## src/rtl/core/mcs_pkg.sv

```systemverilog
// shared types, codes and constants of the motion command sequencer
`timescale 1ns / 1ps
package mcs_pkg;

  // command queue geometry
  localparam int QUEUE_DEPTH = 16;
  localparam int QAW = $clog2(QUEUE_DEPTH);

  // angles in radians Q16
  localparam logic signed [22:0] PI_Q      = 23'sd205887;
  localparam logic signed [22:0] TWO_PI_Q  = 23'sd411775;
  localparam logic signed [22:0] HALF_PI_Q = 23'sd102944;
  localparam logic signed [19:0] CORDIC_ONE = 20'sd39797;

  // command kinds
  localparam logic [2:0] KIND_STRAIGHT = 3'd0;
  localparam logic [2:0] KIND_TURN     = 3'd1;
  localparam logic [2:0] KIND_GOTO     = 3'd2;
  localparam logic [2:0] KIND_CHAIN    = 3'd3;
  localparam logic [2:0] KIND_FACE     = 3'd4;

  // request types
  localparam logic [1:0] REQ_ENQ     = 2'd0;
  localparam logic [1:0] REQ_TICK    = 2'd1;
  localparam logic [1:0] REQ_STOP    = 2'd2;
  localparam logic [1:0] REQ_RELEASE = 2'd3;

  // setpoint operations
  localparam logic [1:0] OP_NONE = 2'd0;
  localparam logic [1:0] OP_ADD  = 2'd1;
  localparam logic [1:0] OP_SET  = 2'd2;

  // run status
  localparam logic [1:0] ST_PENDING = 2'd0;
  localparam logic [1:0] ST_DONE    = 2'd1;
  localparam logic [1:0] ST_STOPPED = 2'd2;

  // config register indexes
  localparam logic [1:0] CFG_RET_THR = 2'd0;
  localparam logic [1:0] CFG_ANG_WIN = 2'd1;
  localparam logic [1:0] CFG_CHN_THR = 2'd2;
  localparam logic [1:0] CFG_UPR     = 2'd3;

  typedef struct packed {
    logic [1:0]         req_type;
    logic [2:0]         cmd_kind;
    logic signed [31:0] target_a;
    logic signed [31:0] target_b;
    logic signed [31:0] pos_x;
    logic signed [31:0] pos_y;
    logic signed [19:0] heading;
    logic               ramps_done;
    logic signed [31:0] accu_dist;
    logic signed [31:0] accu_angle;
  } in_t;

  typedef struct packed {
    logic [1:0]         dist_op;
    logic signed [31:0] dist_value;
    logic [1:0]         angle_op;
    logic signed [31:0] angle_value;
    logic               enqueue_ok;
    logic [1:0]         run_status;
    logic               waypoint_passed;
  } out_t;

  typedef struct packed {
    logic [2:0]         kind;
    logic signed [31:0] a;
    logic signed [31:0] b;
  } qent_t;

  typedef struct packed {
    logic               valid;
    logic [2:0]         kind;
    logic signed [31:0] a;
    logic signed [31:0] b;
  } cmd_t;

  typedef struct packed {
    logic push;
    logic pop;
    logic flush;
  } qctl_t;

  typedef enum logic [3:0] {
    S_IDLE, S_DEQ, S_DEQ_W, S_START, S_DISPATCH, S_GWAIT, S_FILL, S_OUT
  } seq_state_t;

  typedef enum logic [3:0] {
    G_IDLE, G_SQX, G_SQY, G_SUM, G_ROOT, G_WRAP, G_FOLD, G_COS,
    G_PROJ, G_UNITS, G_FIN, G_DONE
  } geom_state_t;

  // arctangent of 2^-i in Q16
  function automatic logic [16:0] atan_tab(input logic [4:0] i);
    logic [16:0] v;
    case (i)
      5'd0:    v = 17'd51472;
      5'd1:    v = 17'd30385;
      5'd2:    v = 17'd16055;
      5'd3:    v = 17'd8150;
      5'd4:    v = 17'd4091;
      5'd5:    v = 17'd2047;
      5'd6:    v = 17'd1024;
      5'd7:    v = 17'd512;
      5'd8:    v = 17'd256;
      5'd9:    v = 17'd128;
      5'd10:   v = 17'd64;
      5'd11:   v = 17'd32;
      5'd12:   v = 17'd16;
      5'd13:   v = 17'd8;
      5'd14:   v = 17'd4;
      5'd15:   v = 17'd2;
      5'd16:   v = 17'd1;
      default: v = 17'd0;
    endcase
    return v;
  endfunction

  // clamp to the signed 32-bit range
  function automatic logic signed [31:0] sat32(input logic signed [36:0] v);
    logic signed [31:0] r;
    if (v > 37'sd2147483647) r = 32'sh7fffffff;
    else if (v < -37'sd2147483648) r = 32'sh80000000;
    else r = v[31:0];
    return r;
  endfunction

  function automatic logic is_track(input logic [2:0] k);
    return (k == KIND_GOTO) || (k == KIND_CHAIN) || (k == KIND_FACE);
  endfunction

endpackage

```

## src/rtl/core/mcs_queue.sv

```systemverilog
// circular command queue held in a registered-read memory
`timescale 1ns / 1ps
module mcs_queue (
  input  logic          clk,
  input  logic          rst,
  input  mcs_pkg::qctl_t ctl,
  input  mcs_pkg::qent_t wdata,
  output mcs_pkg::qent_t rdata,
  output logic          empty,
  output logic          full
);
  import mcs_pkg::*;

  qent_t          mem [QUEUE_DEPTH];
  logic [QAW-1:0] head;
  logic [QAW:0]   count;
  logic [QAW:0]   tail_sum;
  logic [QAW:0]   tail_wrap;
  logic [QAW:0]   head_inc;
  logic [QAW-1:0] head_wrap;

  assign empty = (count == '0);
  assign full  = (count == (QAW+1)'(QUEUE_DEPTH));

  // write slot and next head, wrapped at the depth
  always_comb begin
    tail_sum  = {1'b0, head} + count;
    tail_wrap = (tail_sum >= (QAW+1)'(QUEUE_DEPTH)) ?
                tail_sum - (QAW+1)'(QUEUE_DEPTH) : tail_sum;
    head_inc  = {1'b0, head} + (QAW+1)'(1);
    head_wrap = (head_inc >= (QAW+1)'(QUEUE_DEPTH)) ? '0 : head_inc[QAW-1:0];
  end

  // storage with registered read of the head entry
  always_ff @(posedge clk) begin
    if (ctl.push) mem[tail_wrap[QAW-1:0]] <= wdata;
    rdata <= mem[head];
  end

  // head and fill count
  always_ff @(posedge clk) begin
    if (rst) begin
      head  <= '0;
      count <= '0;
    end else if (ctl.flush) begin
      head  <= '0;
      count <= '0;
    end else if (ctl.push) begin
      count <= count + (QAW+1)'(1);
    end else if (ctl.pop) begin
      head  <= head_wrap;
      count <= count - (QAW+1)'(1);
    end
  end

  a_no_overflow: assert property (@(posedge clk) disable iff (rst)
    full |-> !ctl.push) else $error("push into full queue");
  a_no_underflow: assert property (@(posedge clk) disable iff (rst)
    empty |-> !ctl.pop) else $error("pop from empty queue");
  a_count_bound: assert property (@(posedge clk) disable iff (rst)
    count <= (QAW+1)'(QUEUE_DEPTH)) else $error("queue count beyond depth");

endmodule

```

## config.mk

```make
export PLATFORM = sky130hd
export DESIGN_NAME = mcs_queue
export DESIGN_NICKNAME = d
export VERILOG_FILES = /design/src/rtl/core/mcs_pkg.sv /design/src/rtl/core/mcs_queue.sv
export SDC_FILE = /design/constraint.sdc
export NUM_CORES = 1
export LEC_CHECK = 0
export ABC_AREA = 1
export BUFFER_PORTS_ARGS = -buffer_cell sky130_fd_sc_hd__buf_4
export CAP_MARGIN = 20
export CELL_PAD_IN_SITES_DETAIL_PLACEMENT = 1
export CELL_PAD_IN_SITES_GLOBAL_PLACEMENT = 2
export CORE_ASPECT_RATIO = 0.5
export CORE_MARGIN = 2
export CORE_UTILIZATION = 40
export DETAILED_ROUTE_END_ITERATION = 7
export PLACE_DENSITY = 0.77
export SLEW_MARGIN = 20
export SYNTH_ARGS = -nofsm -noshare
export SYNTH_HDL_FRONTEND = slang
export SYNTH_SLANG_ARGS = --single-unit
```

## constraint.sdc

```tcl
create_clock -name clk -period 10.8 [get_ports clk]
set_input_delay 1.08 -clock clk [delete_from_list [all_inputs] [get_ports clk]]
set_output_delay 1.08 -clock clk [all_outputs]
set_load 0.005 [all_outputs]
```

==> results of run 1 <==
## registers in the layout (all words and copies together), names as in the netlist
name   flops
count      5
head       4
mem     1072
rdata     67
## kinds of logic after synthesis
kind of cell | count (synthesis) | share of synthesized area
adder cells (fa/ha/maj) | 9 | 0.00261
buffers and inverters | 1241 | 0.106
flip-flops | 1148 | 0.691
XOR/XNOR | 4 | 0.000718
AO/OA/AOI/OAI | 13 | 0.00133
AND/OR/NAND/NOR | 2346 | 0.198
## routing by layer
metal | wire, microns | vias up | track usage
met4 | 2100 | 0 | 0.0430
li1 | - | 15200 | -
met1 | 64100 | 16400 | 0.306
met3 | 5380 | 151 | 0.0290
met2 | 65000 | 559 | 0.367
met5 | 0 | - | 0
## per-stage QoR
stage | hold slack [ns] | instances | total power [mW]
6_report | 0.554 | 6556 | 9.26
5_1_grt | 0.578 | 6555 | 9.56
4_1_cts | 0.562 | 6553 | 9.35
3_5_place_dp | 0.549 | 6350 | 5.58
3_3_place_gp | 0.504 | 6350 | 5.56
2_1_floorplan | 0.458 | 4761 | 5.34
## where the power goes
part / switching, mW / total, mW / internal (mW)
Sequential: 0.0371 / 5.00 / 4.97
Clock: 1.72 / 3.78 / 2.06
Combinational: 0.326 / 0.467 / 0.140
## synthesized netlist by cell type (all sizes together)
library cell	number
nand2	1628
dfxtp	76
inv	1027
nand3	689
nor3	1
buf	190
ha	7
xor2	2
nor2	28
a21oi	8
xnor2	2
fa	2
clkbuf	24
o21ai	5
edfxtp	1072
## how the worst max path moves through the flow
stage	from	to	slack, ns	depth (start not counted)
finish	head[0]	rdata[44]	6.43	9
global route	head[0]	rdata[44]	6.14	9
CTS	head[1]	mem[7][42]	6.43	8
detailed placement	head[1]	mem[7][42]	6.44	8
global placement	head[0]	rdata[46]	6.45	8
floorplan	head[0]	mem[0][0]	6.19	5
## layout make-up
| class | count | area (sq um) |
|---|---|---|
| tap | 1610 | 2010 |
| antenna | 3 | 7.51 |
| fill | 13300 | 66300 |
| multi-input combinational | 2372 | 10000 |
| clock inverter | 61 | 494 |
| sequential | 1148 | 33700 |
| inverter | 1027 | 3890 |
| clock buffer | 142 | 2930 |
| timing repair buffer | 193 | 1470 |
==> run_summary.xml, run 1 <==
<?xml version="1.0" encoding="UTF-8"?>
<metrics>
  <group name="synthesis">
    <metric name="synthesis.instances" unit="">4761</metric>
    <metric name="netlist_top_cells_area" unit="">edfxtp_1, nand2_1, inv_1</metric>
    <metric name="synth_area" unit="sq mm">0.0488</metric>
    <metric name="yosys.area.top_type" unit="">edfxtp_1</metric>
    <metric name="synth.distinct_cells" unit="">22</metric>
    <metric name="avgSynthCellArea" unit="sq um">10.3</metric>
    <metric name="synth_fp_nets" unit="">4842</metric>
    <metric name="netlist.area_leader.share" unit="">0.659</metric>
    <metric name="proportion_of_synthesized_chip_area_in_sequential_cells" unit="">0.691</metric>
    <metric name="ys_warn_count" unit="">0</metric>
    <metric name="postSynthRegisterBits" unit="">1148</metric>
  </group>
  <group name="setup_path">
    <metric name="crit_path_max_incr_delay" unit="ns">0.94</metric>
    <metric name="ff2ff_setup_slack" unit="ns">6.43</metric>
    <metric name="critical_path_class" unit="">flip-flop to flip-flop</metric>
    <metric name="count_of_buffering_cells_on_the_critical_path_with_inverters_included" unit="">3</metric>
    <metric name="crit-reg2reg-capture" unit="">rdata[44]</metric>
    <metric name="r2r-start" unit="">head[0]</metric>
    <metric name="setup.worst_path.start_class" unit="">flip-flop</metric>
    <metric name="crit_path_end_kind" unit="">flip-flop</metric>
    <metric name="worst-endpoint-required" unit="ns">11.45</metric>
    <metric name="critical_path.top_delay_family" unit="">buffers and inverters</metric>
    <metric name="r2r_cells" unit="">9</metric>
    <metric name="cell_with_the_most_instances_on_the_worst_path" unit="">nand2_1</metric>
    <metric name="slowest_stage" unit="">buf_4</metric>
    <metric name="worstPathMaxFanout" unit="">91</metric>
    <metric name="critical_path.cell_chain" unit="">buf_4, buf_4, buf_4, nand2_1, nand2_1, nand2_1, nand3_1, nand3_1, nand2_1</metric>
    <metric name="worst-endpoint-arrival" unit="ns">5.02</metric>
  </group>
  <group name="sta">
    <metric name="period_needed" unit="ns">4.37</metric>
    <metric name="final-setup-viol-count" unit="">0</metric>
    <metric name="finalHoldViolations" unit="">0</metric>
    <metric name="max_slew_margin" unit="">0.229</metric>
    <metric name="worst_pin_slew" unit="ns">1.16</metric>
    <metric name="timing.clock.skew" unit="ns">0.0196</metric>
    <metric name="fmax" unit="MHz">229</metric>
    <metric name="crit_share_post_route" unit="">0.405</metric>
    <metric name="tns" unit="ns">0</metric>
    <metric name="final-max-slew-violation-count" unit="">0</metric>
    <metric name="worst_slack" unit="ns">6.43</metric>
    <metric name="grt_setup_unrepaired" unit="">false</metric>
  </group>
  <group name="clock_network">
    <metric name="cts.root.buffer_cell" unit="">clkbuf_16</metric>
    <metric name="clock_insertion_delay_worst_skew" unit="ns">0.72</metric>
    <metric name="htree_levels" unit="">3</metric>
    <metric name="tritoncts.num_buffers" unit="">107</metric>
    <metric name="clk_transition_reported_paths" unit="ns">0.06</metric>
    <metric name="tritoncts" unit="">done</metric>
    <metric name="post-cts-setup-buffers" unit="">0</metric>
    <metric name="post_cts_hold_fix_bufs" unit="">0</metric>
    <metric name="cts_max_path_buffers" unit="">3</metric>
    <metric name="cts_sink_count" unit="">1148</metric>
    <metric name="cts.repair.resized" unit="">0</metric>
  </group>
  <group name="finish">
    <metric name="area_delta_synth_final" unit="%">11.8</metric>
    <metric name="final_core_utilization" unit="">0.452</metric>
    <metric name="postLayoutCellArea" unit="sq mm">0.0546</metric>
    <metric name="final_cell_mix" unit="">nand2_1, edfxtp_1, inv_1</metric>
    <metric name="final_common_cell" unit="">nand2_1</metric>
    <metric name="post_route_cells_drive_above_1_share" unit="">0.0765</metric>
    <metric name="finish.net_count" unit="">4930</metric>
  </group>
  <group name="min_path">
    <metric name="holdPathStages" unit="">1</metric>
    <metric name="hp-class" unit="">flip-flop to flip-flop</metric>
    <metric name="min_from" unit="">count[0]</metric>
    <metric name="min_delay_worst_endpoint" unit="">count[0]</metric>
  </group>
  <group name="place">
    <metric name="place.port_buffers" unit="">140</metric>
    <metric name="dpl_cell_area" unit="sq mm">0.0511</metric>
    <metric name="place.detailed.hpwl" unit="mm">69.2</metric>
    <metric name="dpl_worst_slack" unit="ns">6.44</metric>
    <metric name="gp_congestion" unit="">0.729</metric>
  </group>
  <group name="detailed_routing">
    <metric name="drtPass1Iterations" unit="">5</metric>
    <metric name="vias_per_cell" unit="">4.92</metric>
    <metric name="num_vias" unit="">32200</metric>
    <metric name="finalWirelength" unit="mm">137</metric>
    <metric name="drtAntennaViolNets" unit="">0</metric>
    <metric name="drt_iter0_drc" unit="">2366</metric>
    <metric name="routed_wire_length_per_instance" unit="microns">20.8</metric>
    <metric name="drcViolationCount" unit="">0</metric>
  </group>
  <group name="outcome">
    <metric name="result_of_the_run" unit="">finished clean</metric>
  </group>
  <group name="die">
    <metric name="die_x" unit="microns">498</metric>
    <metric name="boundaryPins" unit="">141</metric>
    <metric name="core_area" unit="sq mm">0.121</metric>
    <metric name="rows" unit="">90</metric>
    <metric name="die-height" unit="microns">251</metric>
    <metric name="floorplan.die_area" unit="sq mm">0.125</metric>
    <metric name="floorplan.initialDensity" unit="">0.404</metric>
  </group>
  <group name="global_route">
    <metric name="grt_remaining_overflow" unit="">0</metric>
    <metric name="global_route.usage.total" unit="">0.219</metric>
    <metric name="antenna_found_initial" unit="">5</metric>
    <metric name="grt_pass1_wl" unit="mm">208</metric>
    <metric name="grt_start_max_net_pins" unit="">227</metric>
    <metric name="grt_pass1_vias" unit="">34300</metric>
  </group>
  <group name="flow_run">
    <metric name="drv_cap" unit="">0</metric>
  </group>
  <group name="power">
    <metric name="cellPowerDensity" unit="mW/mm^2">170</metric>
    <metric name="irDropWorstVdd" unit="mV">0.111</metric>
    <metric name="p_leak" unit="nW">23.8</metric>
  </group>
</metrics>
(Power assumes the default switching activity.)
==> run 2: changes to the inputs <==
==> constraint.sdc (replaced) <==
create_clock -name clk -period 4.4 [get_ports clk]
set_input_delay 0.44 -clock clk [delete_from_list [all_inputs] [get_ports clk]]
set_output_delay 0.44 -clock clk [all_outputs]
set_load 0.005 [all_outputs]
==> run_summary.xml, run 2 (same netlist as run 1, synthesis figures left out) <==
<?xml version="1.0" encoding="UTF-8"?>
<metrics>
  <group name="outcome">
    <metric name="result_of_the_run" unit="">finished clean</metric>
  </group>
  <group name="power">
    <metric name="irDropWorstVdd" unit="mV">0.331</metric>
    <metric name="p_total" unit="mW">22.6</metric>
    <metric name="cellPowerDensity" unit="mW/mm^2">411</metric>
    <metric name="p_leak" unit="nW">24.0</metric>
  </group>
  <group name="clock_network">
    <metric name="tritoncts" unit="">done</metric>
    <metric name="post-cts-setup-buffers" unit="">0</metric>
    <metric name="clock_insertion_delay_worst_skew" unit="ns">0.70</metric>
    <metric name="post_cts_hold_fix_bufs" unit="">12</metric>
    <metric name="clk_transition_reported_paths" unit="ns">0.06</metric>
    <metric name="cts.repair.resized" unit="">0</metric>
    <metric name="cts.root.buffer_cell" unit="">clkbuf_16</metric>
    <metric name="cts_max_path_buffers" unit="">3</metric>
    <metric name="tritoncts.num_buffers" unit="">107</metric>
    <metric name="cts_sink_count" unit="">1148</metric>
    <metric name="htree_levels" unit="">3</metric>
  </group>
  <group name="die">
    <metric name="core_area" unit="sq mm">0.121</metric>
    <metric name="floorplan.die_area" unit="sq mm">0.125</metric>
    <metric name="floorplan.initialDensity" unit="">0.404</metric>
    <metric name="die_x" unit="microns">498</metric>
    <metric name="die-height" unit="microns">251</metric>
    <metric name="boundaryPins" unit="">141</metric>
    <metric name="rows" unit="">90</metric>
  </group>
  <group name="finish">
    <metric name="finish.net_count" unit="">4951</metric>
    <metric name="antennaDiodeCount" unit="">0</metric>
    <metric name="postLayoutCellArea" unit="sq mm">0.0549</metric>
    <metric name="final_common_cell" unit="">nand2_1</metric>
    <metric name="post_route_cells_drive_above_1_share" unit="">0.0748</metric>
    <metric name="final_cell_mix" unit="">nand2_1, edfxtp_1, inv_1</metric>
    <metric name="final_core_utilization" unit="">0.455</metric>
    <metric name="area_delta_synth_final" unit="%">12.6</metric>
    <metric name="final_cells" unit="">6568</metric>
    <metric name="largest_register_ffs" unit="">1072</metric>
  </group>
  <group name="sta">
    <metric name="worst_slack" unit="ns">1.35</metric>
    <metric name="fmax" unit="MHz">328</metric>
    <metric name="max_slew_margin" unit="">0.273</metric>
    <metric name="grt_setup_unrepaired" unit="">false</metric>
    <metric name="finalHoldViolations" unit="">0</metric>
    <metric name="final-setup-viol-count" unit="">0</metric>
    <metric name="crit_share_post_route" unit="">0.694</metric>
    <metric name="hold_ws" unit="ns">0.0609</metric>
    <metric name="timing.clock.skew" unit="ns">0.0261</metric>
    <metric name="worst_pin_slew" unit="ns">1.09</metric>
    <metric name="period_needed" unit="ns">3.05</metric>
    <metric name="tns" unit="ns">0</metric>
    <metric name="final-max-slew-violation-count" unit="">0</metric>
  </group>
  <group name="global_route">
    <metric name="grt_pass1_wl" unit="mm">205</metric>
    <metric name="grt_remaining_overflow" unit="">0</metric>
    <metric name="grt_pass1_vias" unit="">34900</metric>
    <metric name="antenna_found_initial" unit="">1</metric>
    <metric name="global_route.usage.total" unit="">0.215</metric>
    <metric name="grt_start_max_net_pins" unit="">199</metric>
  </group>
  <group name="place">
    <metric name="gp_congestion" unit="">0.748</metric>
    <metric name="dpl_worst_slack" unit="ns">1.30</metric>
    <metric name="place.detailed.hpwl" unit="mm">72.9</metric>
    <metric name="place.port_buffers" unit="">140</metric>
    <metric name="dpl_cell_area" unit="sq mm">0.0515</metric>
    <metric name="placed_insts" unit="">6359</metric>
  </group>
  <group name="setup_path">
    <metric name="crit_path_end_kind" unit="">flip-flop</metric>
    <metric name="critical_path_class" unit="">flip-flop to flip-flop</metric>
    <metric name="worst-endpoint-arrival" unit="ns">3.43</metric>
    <metric name="count_of_buffering_cells_on_the_critical_path_with_inverters_included" unit="">1</metric>
    <metric name="critical_path.top_delay_family" unit="">simple AND/OR/NAND/NOR gates</metric>
    <metric name="crit_path_max_incr_delay" unit="ns">0.69</metric>
    <metric name="slowest_stage" unit="">nor2_4</metric>
    <metric name="critical_path.cell_chain" unit="">ha_1, xnor2_1, nand3_1, nor2_4, buf_12</metric>
    <metric name="setup.worst_path.start_class" unit="">flip-flop</metric>
    <metric name="worst-endpoint-required" unit="ns">4.77</metric>
    <metric name="worstPathMaxFanout" unit="">30</metric>
  </group>
  <group name="detailed_routing">
    <metric name="vias_per_cell" unit="">4.92</metric>
    <metric name="drtAntennaViolNets" unit="">0</metric>
    <metric name="finalWirelength" unit="mm">134</metric>
    <metric name="drtPass1Iterations" unit="">8</metric>
    <metric name="drt_iter0_drc" unit="">1980</metric>
    <metric name="routed_wire_length_per_instance" unit="microns">20.4</metric>
    <metric name="drcViolationCount" unit="">0</metric>
    <metric name="num_vias" unit="">32300</metric>
  </group>
  <group name="min_path">
    <metric name="hp-class" unit="">input pin to flip-flop</metric>
  </group>
  <group name="flow_run">
    <metric name="drv_cap" unit="">0</metric>
  </group>
</metrics>
==> run 2: worst reg2reg max path, stage by stage (launching register included) <==
cell     delay, ns
dfxtp_4       0.65
ha_1          0.36
xnor2_1       0.28
nand3_1       0.39
nor2_4        0.69
buf_12        0.30
==> run 2: layer usage <==
| layer | vias up | global-route usage | share of wire |
|---|---|---|---|
| met3 | 183 | 0.0269 | 0.032 |
| met2 | 495 | 0.374 | 0.49 |
| li1 | 15200 | - | - |
| met5 | - | 0 | 0 |
| met4 | 0 | 0.0557 | 0.022 |
| met1 | 16500 | 0.285 | 0.45 |
==> run 2: area by class of cell <==
cell class | instances | area [sq um]
multi-input combinational | 2372 | 10000
tap | 1610 | 2010
timing repair buffer | 214 | 1960
clock inverter | 52 | 414
clock buffer | 145 | 2910
inverter | 1027 | 3880
sequential | 1148 | 33700
fill | 13300 | 65900
==> run 2: where the power goes <==
part           switching, mW  internal, mW  total (mW)
combinational          0.830         0.367        1.20
clock                   4.13          4.97        9.10
sequential            0.0829          12.2        12.3
total                   5.04          17.5        22.6
==> run 2: final timing paths <==
kind	to	start	cells past startpoint	slack, ns
worst max-delay path	mem[3][35]	head[2]	5	1.35
worst min-delay path	mem[7][45]	wdata[45]	1	0.06
worst max register to register	mem[3][35]	head[2]	5	1.35
worst min register to register	count[0]	count[0]	1	0.50
